<file path="src/rtl/asha_pkg.sv">
package asha_pkg;

  localparam int unsigned DefMaxSegments = 64;

  localparam logic [1:0] OP_ALLOC  = 2'd0;
  localparam logic [1:0] OP_FREE   = 2'd1;
  localparam logic [1:0] OP_STATUS = 2'd2;

  localparam logic [1:0] POL_FIRST   = 2'd0;
  localparam logic [1:0] POL_CLOSEST = 2'd1;
  localparam logic [1:0] POL_LAST    = 2'd2;

  localparam logic [1:0] ST_OK       = 2'd0;
  localparam logic [1:0] ST_NOFIT    = 2'd1;
  localparam logic [1:0] ST_ZERO     = 2'd2;
  localparam logic [1:0] ST_NOTFOUND = 2'd3;

  localparam logic [1:0] CFG_BASE   = 2'd0;
  localparam logic [1:0] CFG_BYTES  = 2'd1;
  localparam logic [1:0] CFG_POLICY = 2'd2;

  typedef struct packed {
    logic [31:0] start;
    logic [31:0] len;
    logic        used;
    logic [31:0] client;
  } seg_t;

  // controller -> datapath
  typedef struct packed {
    logic accept;
    logic scan_rd;
    logic stat_rd;
    logic wr_init;
    logic wr_shift;
    logic wr_e1;
    logic wr_e2;
    logic decide;
    logic commit;
    logic load_out;
  } asha_cmd_t;

  // datapath -> controller
  typedef struct packed {
    logic init_pend;
    logic modify;
    logic sh_en;
    logic sh_up;
    logic two_wr;
    logic out_free;
  } asha_sts_t;

endpackage

</file>
<file path="src/rtl/asha_ctrl.sv">
module asha_ctrl #(
  parameter int unsigned MAX_SEGMENTS = asha_pkg::DefMaxSegments
) (
  input  logic                            clk_i,
  input  logic                            rst_ni,
  input  logic                            req_valid_i,
  output logic                            req_ready_o,
  input  asha_pkg::asha_sts_t             sts_i,
  input  logic [$clog2(MAX_SEGMENTS)-1:0] last_idx_i,
  input  logic [$clog2(MAX_SEGMENTS)-1:0] sh_start_i,
  input  logic [$clog2(MAX_SEGMENTS)-1:0] sh_stop_i,
  output asha_pkg::asha_cmd_t             cmd_o,
  output logic [$clog2(MAX_SEGMENTS)-1:0] idx_o
);
  import asha_pkg::*;

  localparam int unsigned AW = $clog2(MAX_SEGMENTS);

  localparam logic [3:0] S_IDLE   = 4'd0;
  localparam logic [3:0] S_INIT   = 4'd1;
  localparam logic [3:0] S_SCAN   = 4'd2;
  localparam logic [3:0] S_SDRAIN = 4'd3;
  localparam logic [3:0] S_DECIDE = 4'd4;
  localparam logic [3:0] S_PLAN   = 4'd5;
  localparam logic [3:0] S_SHRD   = 4'd6;
  localparam logic [3:0] S_SHWR   = 4'd7;
  localparam logic [3:0] S_WR1    = 4'd8;
  localparam logic [3:0] S_WR2    = 4'd9;
  localparam logic [3:0] S_COMMIT = 4'd10;
  localparam logic [3:0] S_STAT   = 4'd11;
  localparam logic [3:0] S_TDRAIN = 4'd12;
  localparam logic [3:0] S_LOAD   = 4'd13;

  logic [3:0]    state_q, state_d;
  logic [AW-1:0] idx_q, idx_d;

  always_comb begin
    state_d = state_q;
    idx_d   = idx_q;
    cmd_o   = '0;
    case (state_q)
      S_IDLE: begin
        if (req_valid_i) begin
          cmd_o.accept = 1'b1;
          idx_d        = '0;
          state_d      = sts_i.init_pend ? S_INIT : S_SCAN;
        end
      end
      S_INIT: begin
        cmd_o.wr_init = 1'b1;
        state_d       = S_SCAN;
      end
      S_SCAN: begin
        cmd_o.scan_rd = 1'b1;
        if (idx_q == last_idx_i) begin
          state_d = S_SDRAIN;
        end else begin
          idx_d = idx_q + 1'b1;
        end
      end
      S_SDRAIN: state_d = S_DECIDE;
      S_DECIDE: begin
        cmd_o.decide = 1'b1;
        state_d      = S_PLAN;
      end
      S_PLAN: begin
        if (!sts_i.modify) begin
          idx_d   = '0;
          state_d = S_STAT;
        end else if (sts_i.sh_en) begin
          idx_d   = sh_start_i;
          state_d = S_SHRD;
        end else begin
          state_d = S_WR1;
        end
      end
      S_SHRD: state_d = S_SHWR;
      S_SHWR: begin
        cmd_o.wr_shift = 1'b1;
        if (idx_q == sh_stop_i) begin
          state_d = S_WR1;
        end else begin
          idx_d   = sts_i.sh_up ? idx_q - 1'b1 : idx_q + 1'b1;
          state_d = S_SHRD;
        end
      end
      S_WR1: begin
        cmd_o.wr_e1 = 1'b1;
        state_d     = sts_i.two_wr ? S_WR2 : S_COMMIT;
      end
      S_WR2: begin
        cmd_o.wr_e2 = 1'b1;
        state_d     = S_COMMIT;
      end
      S_COMMIT: begin
        cmd_o.commit = 1'b1;
        idx_d        = '0;
        state_d      = S_STAT;
      end
      S_STAT: begin
        cmd_o.stat_rd = 1'b1;
        if (idx_q == last_idx_i) begin
          state_d = S_TDRAIN;
        end else begin
          idx_d = idx_q + 1'b1;
        end
      end
      S_TDRAIN: state_d = S_LOAD;
      S_LOAD: begin
        if (sts_i.out_free) begin
          cmd_o.load_out = 1'b1;
          state_d        = S_IDLE;
        end
      end
      default: state_d = S_IDLE;
    endcase
  end

  always_ff @(posedge clk_i or negedge rst_ni) begin
    if (!rst_ni) begin
      state_q <= S_IDLE;
      idx_q   <= '0;
    end else begin
      state_q <= state_d;
      idx_q   <= idx_d;
    end
  end

  assign req_ready_o = (state_q == S_IDLE);
  assign idx_o       = idx_q;
endmodule

</file>
<file path="config.mk">
export PLATFORM = sky130hd
export DESIGN_NAME = asha_ctrl
export DESIGN_NICKNAME = d
export VERILOG_FILES = /design/src/rtl/asha_pkg.sv /design/src/rtl/asha_ctrl.sv
export SDC_FILE = /design/constraint.sdc
export NUM_CORES = 1
export LEC_CHECK = 0
export BUFFER_PORTS_ARGS = -buffer_cell sky130_fd_sc_hd__clkbuf_2
export CORE_MARGIN = 1
export CORE_UTILIZATION = 33
export CTS_BUF_LIST = sky130_fd_sc_hd__clkbuf_4
export CTS_CLUSTER_SIZE = 25
export DETAILED_ROUTE_END_ITERATION = 10
export PLACE_DENSITY_LB_ADDON = 0.12
export SYNTH_ARGS = -nofsm -noshare
export SYNTH_HDL_FRONTEND = slang
export SYNTH_SLANG_ARGS = --single-unit
</file>
<file path="constraint.sdc">
create_clock -name clk_i -period 2.27 [get_ports clk_i]
set_input_delay 0 -clock clk_i [delete_from_list [all_inputs] [get_ports clk_i]]
set_output_delay 0 -clock clk_i [all_outputs]
set_load 0.005 [all_outputs]
</file>
==> reports/results.txt <==
DR iter-0 viols - 63
setup TNS - 0 ps
CP max-delay cell - dfrtp_1
clock buffer depth - 2
drt wl/cell - 15.0 µm
Critical Setup Path Class - flop to flop
std cell rows - 22
Synth Flop Type - dfrtp_1
via/cell ratio - 5.42
power density cells - 1190 nW/µm²
unrepaired setup endpoints after global routing - no
Area Overhead vs Synth - 22.6%
peak per-stage delay on the critical path - 600 ps
Total GRT Usage - 19.4%
clock power share - 6.7%
top-level port count - 44
critical-path maximum fanout - 9
Post-synth ARST share - 100%
critical path endpoint category - flop
Required @ worst endpoint - 2390 ps
first-pass GRT wire length - 6.16 mm
number of fillers in the final layout - 405
number of synthesis warnings - 0
register area share after synthesis - 19.3%
IO Port Bufs - 43
number of global-route vias before repair - 1313
R2R Path Start - idx_o[0]$_DFFE_PN0P_
Starting Density - 34.8%
status - completed
clk root buf - clkbuf_4
post-synthesis cell count - 165
switching share of power - 51.0%
fraction of layout cells with a size suffix above 1 - 31.7%
Mapped Area - 1290 µm²
final hold violation count - 0
Die X - 64.6 µm
Syn Nets - 194
CP startpoint - idx_o[0]$_DFFE_PN0P_
clk sink count - 10
CTS tree - done
number of max-cap violations - 0
pin count of the biggest net entering global routing - 14
total grt overflow - 0
die height - 64.6 µm
DRT Wirelength - 3.84 mm
Inserted Diodes - 0
synth unique cells - 55
critical path arrival - 2180 ps
startpoint types - flop
htree depth - 1
combinational fraction of design power - 70.2%
Max VDD drop - 434 µV
Post-CTS Setup Inserts - 0
Layout Nets - 238
cts hold-fix bufs - 2
core region area - 3720 µm²
Final Cell Area - 1590 µm²
skew final - 2.32 ps
worst skew pair latency - 270 ps
Post-synth EDFFs - 0
max-slew violation count - 0
post_cts resized - 0
crit-path cells - inv_1 -> ha_1 -> mux2_2 -> a32oi_1 -> nor2_1 -> a221oi_1 -> o221ai_1
Setup-failing EPs final - 0
Psw - 0.962 mW
HPWL after detailed placement - 3.10 mm
Slew @ Worst Pin - 473 ps
min-delay src - sh_start_i[0]
CTS clock-pin slew for the worst setup and hold paths - 70 ps
P_leak - 0.711 nW
# DRC - 0
internal power - 0.926 mW
GP Congestion - 0.953
DRT antenna net count - 0
slew margin rel. - 68.5%
Synth Register Bits - 10
CTS Buf Count - 3
placed cell areas - 1540 µm²
Seq pwr share - 23.1%
Hold Crit Class - primary input to flop
hold slack final - 52.3 ps
Vias - 1388
Die Area - 4180 µm²
1st-pass router iterations - 4
final cycle utilization of the critical path - 90.6%
Min Clock Period, post-route - 2060 ps
syn avg cell area - 7.84 µm²
initial antenna violation count - 0
FMAX - 486 MHz
==> cell type report <==
cell class / instances / area, µm² / area share (%)
Multi-Input combinational cell: 130 / 913 / 57.6
Timing Repair Buffer: 53 / 295 / 18.6
Sequential cell: 10 / 250 / 15.8
Tap cell: 48 / 60.1 / 3.79
Inverter: 11 / 41.3 / 2.60
Clock buffer: 3 / 22.5 / 1.42
Clock inverter: 1 / 3.75 / 0.237
==> layer usage <==
metal  global-route usage [%]  part of all wire [%]  vias to the layer above
met5                        0                     0                        -
met4                     4.17                   1.1                        0
met3                     3.17                   5.8                        4
met2                     33.9                    48                       47
met1                     24.8                    45                      650
li1                         -                     -                      687
==> layout by cell type, fill, tap and decap left out, drive strengths merged, types with 3 or more instances in the layout <==
master	netlist	final
clkbuf	0	46
nor2	12	12
inv	11	11
nand2	11	11
nor3	11	11
xnor2	10	10
dfrtp	10	10
o21ai	10	10
buf	14	8
nand3	6	6
nand2b	5	5
nor2b	5	5
a21oi	5	5
xor2	5	5
o21a	3	3
a211oi	3	3
o221ai	3	3
nor4	3	3
mux2	3	3
==> per-stage QoR <==
stage / total power, mW / setup WS, ps / instances / util, %
floorplan: 1.40 / 482 / 165 / -
global route: 2.07 / 122 / 256 / 42.7
CTS: 1.90 / 212 / 256 / 42.7
detailed placement: 1.76 / 235 / 250 / 41.4
global placement: 1.75 / 224 / 250 / 41.4
finish: 1.89 / 214 / 256 / 42.7
==> synthesized netlist by cell type, types with 2 or more instances <==
cell type,instances,area (µm²)
nor2b_1,5,31.3
nand2b_1,5,31.3
o22ai_1,2,12.5
xor2_1,3,26.3
nand4_1,2,12.5
inv_1,11,41.3
buf_1,2,7.51
mux2i_1,2,20.0
o21ai_0,8,40.0
nor3_1,10,50.1
o211ai_1,2,15.0
nand3_1,6,30.0
o21ai_1,2,10.0
o21a_1,3,22.5
a21oi_1,5,25.0
buf_2,8,40.0
o32ai_1,2,17.5
dfrtp_1,10,250
nand2_1,10,37.5
xor2_2,2,32.5
mux2_2,2,22.5
nor4_1,2,12.5
nor2_1,12,45.0
o221ai_1,3,26.3
a221oi_1,2,17.5
xnor2_1,10,87.6
a211oi_1,3,22.5
buf_6,3,33.8
ha_1,2,25.0
==> critical path: cells and delay by family (launching register included) <==
family,cells,cell delay (ps)
buffers and inverters,1,140
flip-flops,1,600
AND/OR/NAND/NOR,1,60
AO/OA/AOI/OAI,3,600
adder cells (fa/ha/maj),1,230
multiplexers,1,280
==> sequential cells by signal, indices dropped and copies added (netlist names) <==
register,cells
idx_o,6
state_q,4
==> kinds of logic (layout without fill, tap and decap cells) <==
group / Yosys count / after routing / synth area share, %
simple gates: 62 / 62 / 26.0
compound gates: 46 / 46 / 26.9
buf+inv: 25 / 68 / 10.1
xor+xnor: 15 / 15 / 11.3
flops: 10 / 10 / 19.3
mux: 5 / 5 / 4.45
fa+ha+maj: 2 / 2 / 1.93
==> power by group through the flow <==
| stage | sequential (mW) | clock (mW) | combinational, mW |
|---|---|---|---|
| floorplan | 0.308 | 0 | 1.09 |
| global placement | 0.436 | 0 | 1.31 |
| detailed placement | 0.440 | 0 | 1.32 |
| CTS | 0.438 | 0.130 | 1.33 |
| global route | 0.456 | 0.139 | 1.47 |
| finish | 0.436 | 0.127 | 1.32 |
==> final timing paths <==
check                      cells after the start  slack [ps]                   end
max                                            7         210  idx_o[2]$_DFFE_PN0P_
min                                            3          50  idx_o[0]$_DFFE_PN0P_
max reg2reg                                    7         210  idx_o[2]$_DFFE_PN0P_
min reg2reg                                    1         730  idx_o[5]$_DFFE_PN0P_
max in group asynchronous                      2        1930  idx_o[5]$_DFFE_PN0P_
min in group asynchronous                      2         130  idx_o[1]$_DFFE_PN0P_
(Power assumes the default switching activity.)
